===== config.mk =====
export PLATFORM = sky130hd
export DESIGN_NAME = cbe_bez_eval
export DESIGN_NICKNAME = d
export VERILOG_FILES = /design/src/rtl/cbe_pkg.sv /design/src/rtl/cbe_bez_eval.sv
export SDC_FILE = /design/constraint.sdc
export NUM_CORES = 2
export LEC_CHECK = 0
export ABC_AREA = 1
export BUFFER_PORTS_ARGS = -buffer_cell sky130_fd_sc_hd__buf_2
export CORE_ASPECT_RATIO = 0.8
export CORE_MARGIN = 2
export CORE_UTILIZATION = 68
export CTS_BUF_LIST = sky130_fd_sc_hd__clkbuf_4 sky130_fd_sc_hd__clkbuf_8
export DETAILED_ROUTE_END_ITERATION = 12
export PLACE_DENSITY = 0.85
export SYNTH_ARGS = -nofsm -noshare
export SYNTH_HDL_FRONTEND = slang
export SYNTH_SLANG_ARGS = --single-unit

===== constraint.sdc =====
create_clock -name clk -period 9.93 [get_ports clk]
set_input_delay 1.4895 -clock clk [delete_from_list [all_inputs] [get_ports clk]]
set_output_delay 1.4895 -clock clk [all_outputs]
set_load 0.05 [all_outputs]

===== src/rtl/cbe_pkg.sv =====
// Shared types and constants for the cubic Bezier easing core.
// No dependencies; imported by cbe_bez_eval and cubic_bezier_easing_core.
`timescale 1ns / 1ps
`default_nettype none

package cbe_pkg;

	// Configuration register index
	localparam int CFG_IDX_W = 2;

	typedef enum logic [CFG_IDX_W-1:0] {
		REG_X1 = 2'd0,
		REG_Y1 = 2'd1,
		REG_X2 = 2'd2,
		REG_Y2 = 2'd3
	} cbe_reg_t;

	// Multiply ranks in one curve evaluation; one more stage combines and compares.
	localparam int BEZ_STAGES = 3;

	// Stage load enables handed to a curve evaluator
	typedef struct packed {
		logic s1;
		logic s2;
		logic s3;
	} cbe_ld_t;

endpackage

`default_nettype wire


===== src/rtl/cbe_bez_eval.sv =====
// Three-rank pipelined cubic Bezier term evaluator (weights and control products).
// Depends on cbe_pkg (cbe_ld_t).
`timescale 1ns / 1ps
`default_nettype none

module cbe_bez_eval import cbe_pkg::*; #(
	parameter int FRAC_BITS = 16
) (
	input  wire logic                    clk,
	input  wire cbe_ld_t                 ld,
	input  wire logic [FRAC_BITS:0]      u,
	input  wire logic [FRAC_BITS:0]      p1,
	input  wire logic [FRAC_BITS:0]      p2,
	output logic      [2*FRAC_BITS+1:0]  m0,
	output logic      [2*FRAC_BITS+1:0]  m1,
	output logic      [FRAC_BITS:0]      w2
);

	localparam int W = FRAC_BITS + 1;
	localparam logic [W-1:0] ONE = W'(1) << FRAC_BITS;

	logic [W-1:0]   inv;
	logic [2*W-1:0] pa, pb, pc;
	logic [2*W-1:0] q0, q1, q2;

	logic [W-1:0]   a_s1, b_s1, c_s1, u_s1;
	logic [W-1:0]   w0_s2, w1_s2, w2_s2;
	logic [2*W-1:0] m0_s3, m1_s3;
	logic [W-1:0]   w2_s3;

	// rank 1: (1-u)^2, (1-u)u, u^2
	assign inv = ONE - u;
	assign pa  = inv * inv;
	assign pb  = inv * u;
	assign pc  = u * u;

	always_ff @(posedge clk) begin
		if (ld.s1) begin
			a_s1 <= pa[FRAC_BITS +: W];
			b_s1 <= pb[FRAC_BITS +: W];
			c_s1 <= pc[FRAC_BITS +: W];
			u_s1 <= u;
		end
	end

	// rank 2: cubic weights
	assign q0 = a_s1 * u_s1;
	assign q1 = b_s1 * u_s1;
	assign q2 = c_s1 * u_s1;

	always_ff @(posedge clk) begin
		if (ld.s2) begin
			w0_s2 <= q0[FRAC_BITS +: W];
			w1_s2 <= q1[FRAC_BITS +: W];
			w2_s2 <= q2[FRAC_BITS +: W];
		end
	end

	// rank 3: weight times control coordinate, factor 3 applied by consumer
	always_ff @(posedge clk) begin
		if (ld.s3) begin
			m0_s3 <= w0_s2 * p1;
			m1_s3 <= w1_s2 * p2;
			w2_s3 <= w2_s2;
		end
	end

	assign m0 = m0_s3;
	assign m1 = m1_s3;
	assign w2 = w2_s3;

endmodule

`default_nettype wire


======== After elaboration in Yosys (flattened, before gate mapping) ========
Cells that the tools add are included.
cells by class
  add/sub/neg operators ................... 1
  multipliers ............................. 8
  divide/modulo/power cells ............... 0
  $lt $le $gt $ge ......................... 0
  eq/ne operators ......................... 0
  shift operators ......................... 0
  mux-type cells .......................... 0
  bitwise operators ....................... 0
  reduce and logical (&&, ||, !) cells .... 0
operators by type and width
  cell                    number
  $mul 17x17->33          6
  $mul 17x17->34          2
  $sub 17x17->17 const A  1
word-level totals
  register bits after elaboration ......... 204
  latch bits .............................. 0
  memory bits (writable) .................. 0
  memory bits (read-only) ................. 0
  input bits .............................. 55
  output and inout port bits .............. 85
  memories ................................ 0

======== Logic depth before layout (Yosys ltp) ========
  word-level depth ........................ 2
  mapped depth ............................ 35

======== Worst setup path after synthesis ========
Ideal clock, no wire load.
  kind .................................... input -> register
  from .................................... input port u[0]
  to ...................................... register b_s1[15], data pin
  library setup time ...................... 252 ps
  arrival time ............................ 7,930 ps
  setup slack ............................. 1,748 ps
  cell stages on the path ................. 30
  path through ............................ buf_6 -> inv_8 -> clkbuf_1 -> ha_1 -> nand2_1 -> nor3_1 -> inv_1 -> nor3_1 -> ha_1 -> clkbuf_1 -> inv_1 -> clkbuf_1 -> nand2_1 -> fa_1 -> inv_1 -> fa_1 -> fa_1 -> fa_1 -> fa_1 -> inv_1 -> fa_1 -> inv_1 -> ha_1 -> a21oi_1 -> a21boi_0 -> o21ai_0 -> a31oi_1 -> nand2_1 -> nand2_1 -> nand2_1
between the ends
  cells in the longest elaborated chain, start to end .. 2
RTL lines
  element                 RTL line            source
  start: declaration      cbe_bez_eval.sv:11  input wire logic [FRAC_BITS:0] u,
  $sub 17x17->17          cbe_bez_eval.sv:32  assign inv = ONE - u;
  $mul 17x17->33 (*)      cbe_bez_eval.sv:34  assign pb = inv * u;
  via pb[31]              cbe_bez_eval.sv:23  logic [2*W-1:0] pa, pb, pc;
  end signal: assignment  cbe_bez_eval.sv:40  b_s1 <= pb[FRAC_BITS +: W];
  end: declaration        cbe_bez_eval.sv:26  logic [W-1:0] a_s1, b_s1, c_s1, u_s1;
Mark *: on every way through the listed nets, which the timed path passes. The rest lies on a longest branch.
A chain may end at the register's enable or synchronous reset.

======== Worst setup path after layout ========
  from .................................... input port u[1]
  to ...................................... register b_s1[12], data pin
Same word-level chain as after synthesis.

==> run summary <==
In this run the worst path has a maximum fanout of 15. The achievable clock frequency came out at 120 MHz. The class of the most critical hold timing path is reg2reg.

The standard cell core area came out at 118000 um^2. The number of buffers inserted during clock tree synthesis came out at 44. The number of enable flip-flop cells after synthesis came out at 204. The clock net in this run drives a total of 204 sinks. The count of buffers from port buffering is 139.

The proportion of layout cells with a drive suffix above 1 came out at 0.0334. In the finished design, the share of the clock period the worst path needs comes to 0.841. The I/O pin count came out at 140.

The number of max-slew violations in the final report came out at 0. The share of synthesized area occupied by flip-flops and latches came out at 0.0757. The worst setup path is launched from an input port. Counting both buffers and inverters, the worst setup path holds a total of 8. The mean cell area of the mapped netlist is 8.01 um^2.

The initial antenna violation count is 9. After synthesis the cells add up to 81000 um^2. The detailed router placed 64700 vias in this run. The wire length of the first global-routing pass is 358 mm. The largest net degree at the start of global routing came out at 64.

The height of the die came out at 313 um. The detailed-router iteration count before antenna repair came out at 6. The portion of synthesized area spent on multiplexers is 0.

The post-layout net count is 12500. The number of hold buffers added after CTS came out at 0. The transition at the pin with the smallest max-transition slack came out at 1.11 ns. For this configuration, the core starts out at a cell density of 0.683. The parity-gate share of the synthesized area counting xor and xnor cells came out at 0.0167. The number of standard-cell rows in the floorplan came out at 113. In the routed design, unresolved DRC markers number 0. The cell count after synthesis came out at 10100. The final setup violation count came out at 0. The tree is rooted in a clkbuf_8. Setup repair after global routing left no endpoint under its margin.

The clock tree buffer depth came out at 3. For the final routed database, the setup TNS stands at 0 ns. The unique cell type count in the Yosys netlist came out at 49. For this run, the leading register cell type out of synthesis is edfxtp_1. The area added between synthesis and finish is 3.14%. The tightest slew margin relative to the limit is 0.258.

The number of max-cap violations came out at 0. The detail-routed net length per standard cell is 19.1 um. The run finished with clean final reports. Using the TritonRoute via totals, the vias-per-cell ratio works out to 5.61.

The maximum single-stage delay on the critical path came out at 0.62 ns. The number of setup buffers added after CTS is 0. The area of the die is 122000 um^2. At the end of routability-driven placement, the weighted congestion stood at 1.01. Among cell families on the critical path, the largest total delay comes from adder cells.

The synthesized-area fraction occupied by and/or/nand/nor cells came out at 0.153. TritonCTS built the clock tree. The required time at the endpoint of the critical path came out at 10.42 ns. Among all stages on the critical path, the largest delay is contributed by fa_1.

The area share of fa/ha/maj cells after synthesis came out at 0.554. The global routing usage summed across all routing layers is 0.373. Clock skew on the completed layout was measured at 0.0799 ns. The initial detailed-routing violation count is 6335. The clock latency on the worst-skew pair came out at 0.77 ns.

The post-route antenna net violation count came out at 0. The synthesized-area fraction occupied by ao, oa, aoi and oai cells is 0.0411. The post-synthesis async set-or-reset flop share is 0.

By area, the combinational part of the netlist is dominated by adder cells. The number of instances resized during post-cts repair came out at 0. The number of warnings issued by yosys is 0. The flip-flop and latch count after synthesis came out at 204. STA classifies the critical path endpoint as a flop. Wires add up to 220 mm.

The horizontal die dimension came out at 390 um. The minimum period implied by the final worst setup slack is 8.35 ns. Synthesis produced a netlist with a net count of 12700.

The final HPWL from detailed placement came out at 179 mm. For this run the aggregate overflow at the end of global routing stands at 0. The number of global-route vias before repair came out at 69600. The clock-pin slew on the worst setup and hold paths is 0.06 ns.

The total count of hold-check failures in the final report came to 0. The critical path start-end classification is in2reg. The H-tree generated during clock tree synthesis spans 2 levels. The signal arrival time at the worst endpoint is 8.83 ns.
[cell usage in the layout (no fill, tap or decap), drive strengths merged, types with 5 or more instances in the layout]
cell      count
inv        3010
nand2      2458
fa         1710
ha          848
nor2        459
a21oi       295
edfxtp      204
buf         204
o21ai       165
nand3       135
xor2         93
nor3         64
xnor2        61
clkbuf       55
o21bai       32
nand4        27
a21o         27
a31oi        17
o211ai       15
clkinv       15
nor4         14
a21boi       13
o21a         12
nand3b        8
bufinv        7
o311ai        6
clkinvlp      6
diode         5
[routing by layer]
metal  wire [um]  GRT usage  part of all wire  vias up
li1            -          -                 -    28600
met1       85700      0.510              0.39    31600
met2       97800      0.582              0.44     3794
met3       28500      0.102              0.13      677
met4        8230      0.122             0.037        8
met5          52          0           0.00024        -
[stage by stage]
step	hold slack [ns]	cell area (um^2)	utilization	instances	setup slack, ns
after global placement	0.401	82500	0.696	11400	1.16
after CTS	0.413	83500	0.705	11500	1.87
after floorplan	0.400	81000	-	10100	1.75
after detailed placement	0.405	82500	0.696	11400	1.08
after global routing	0.422	83500	0.705	11500	1.30
final	0.413	83500	0.705	11500	1.58
[kinds of logic after synthesis]
family | count (synthesis)
buffers and inverters | 3443
and+or+nand+nor | 3169
DFF | 204
xor gates and xnor gates | 154
AOI/OAI and AO/OA | 586
other | 1
adders and majority gates | 2558
[layout make-up]
cell class,instances,area [um^2]
antenna,5,12.5
clock buffer,55,688
clock inverter,27,349
fill,9245,35000
inverter,3011,11300
multi-input combinational,6468,61900
sequential,204,6130
tap,1552,1940
timing repair buffer,204,1190
[flip-flops by register name (all words and copies together) (netlist names)]
register	cells
a_s1	17
b_s1	17
c_s1	17
m0	34
m1	34
u_s1	17
w0_s2	17
w1_s2	17
w2	17
w2_s2	17
[cells in the mapped netlist (9+ instances only)]
master,instances,area (um^2)
nor3_1,60,300
xor2_1,93,815
xnor2_1,61,534
nand4_1,27,169
clkbuf_1,398,1490
fa_1,1710,34200
o21bai_1,31,233
inv_1,3000,11300
nand2_2,10,62.6
nor2_1,454,1700
o211ai_1,15,113
nor4_1,13,81.3
a21oi_1,287,1440
a21boi_0,9,67.6
a31oi_1,17,106
nand3_1,129,646
a21o_1,27,203
nand2_1,2448,9190
o21a_1,12,90.1
buf_1,27,101
o21ai_0,151,756
ha_1,848,10600
edfxtp_1,204,6130
[path summary, 6_finish.rpt]
kind         startpoint        end  slack (ns)  depth (start not counted)
max                u[1]   b_s1[12]        1.58                         29
min           w2_s2[14]     w2[14]        0.41                          0
min reg2reg   w2_s2[14]     w2[14]        0.41                          0
max reg2reg     u_s1[4]  w2_s2[12]        3.30                         22
Power is not shown: default switching activity piles up to over one toggle a cycle in this logic, so the estimate is an artifact.
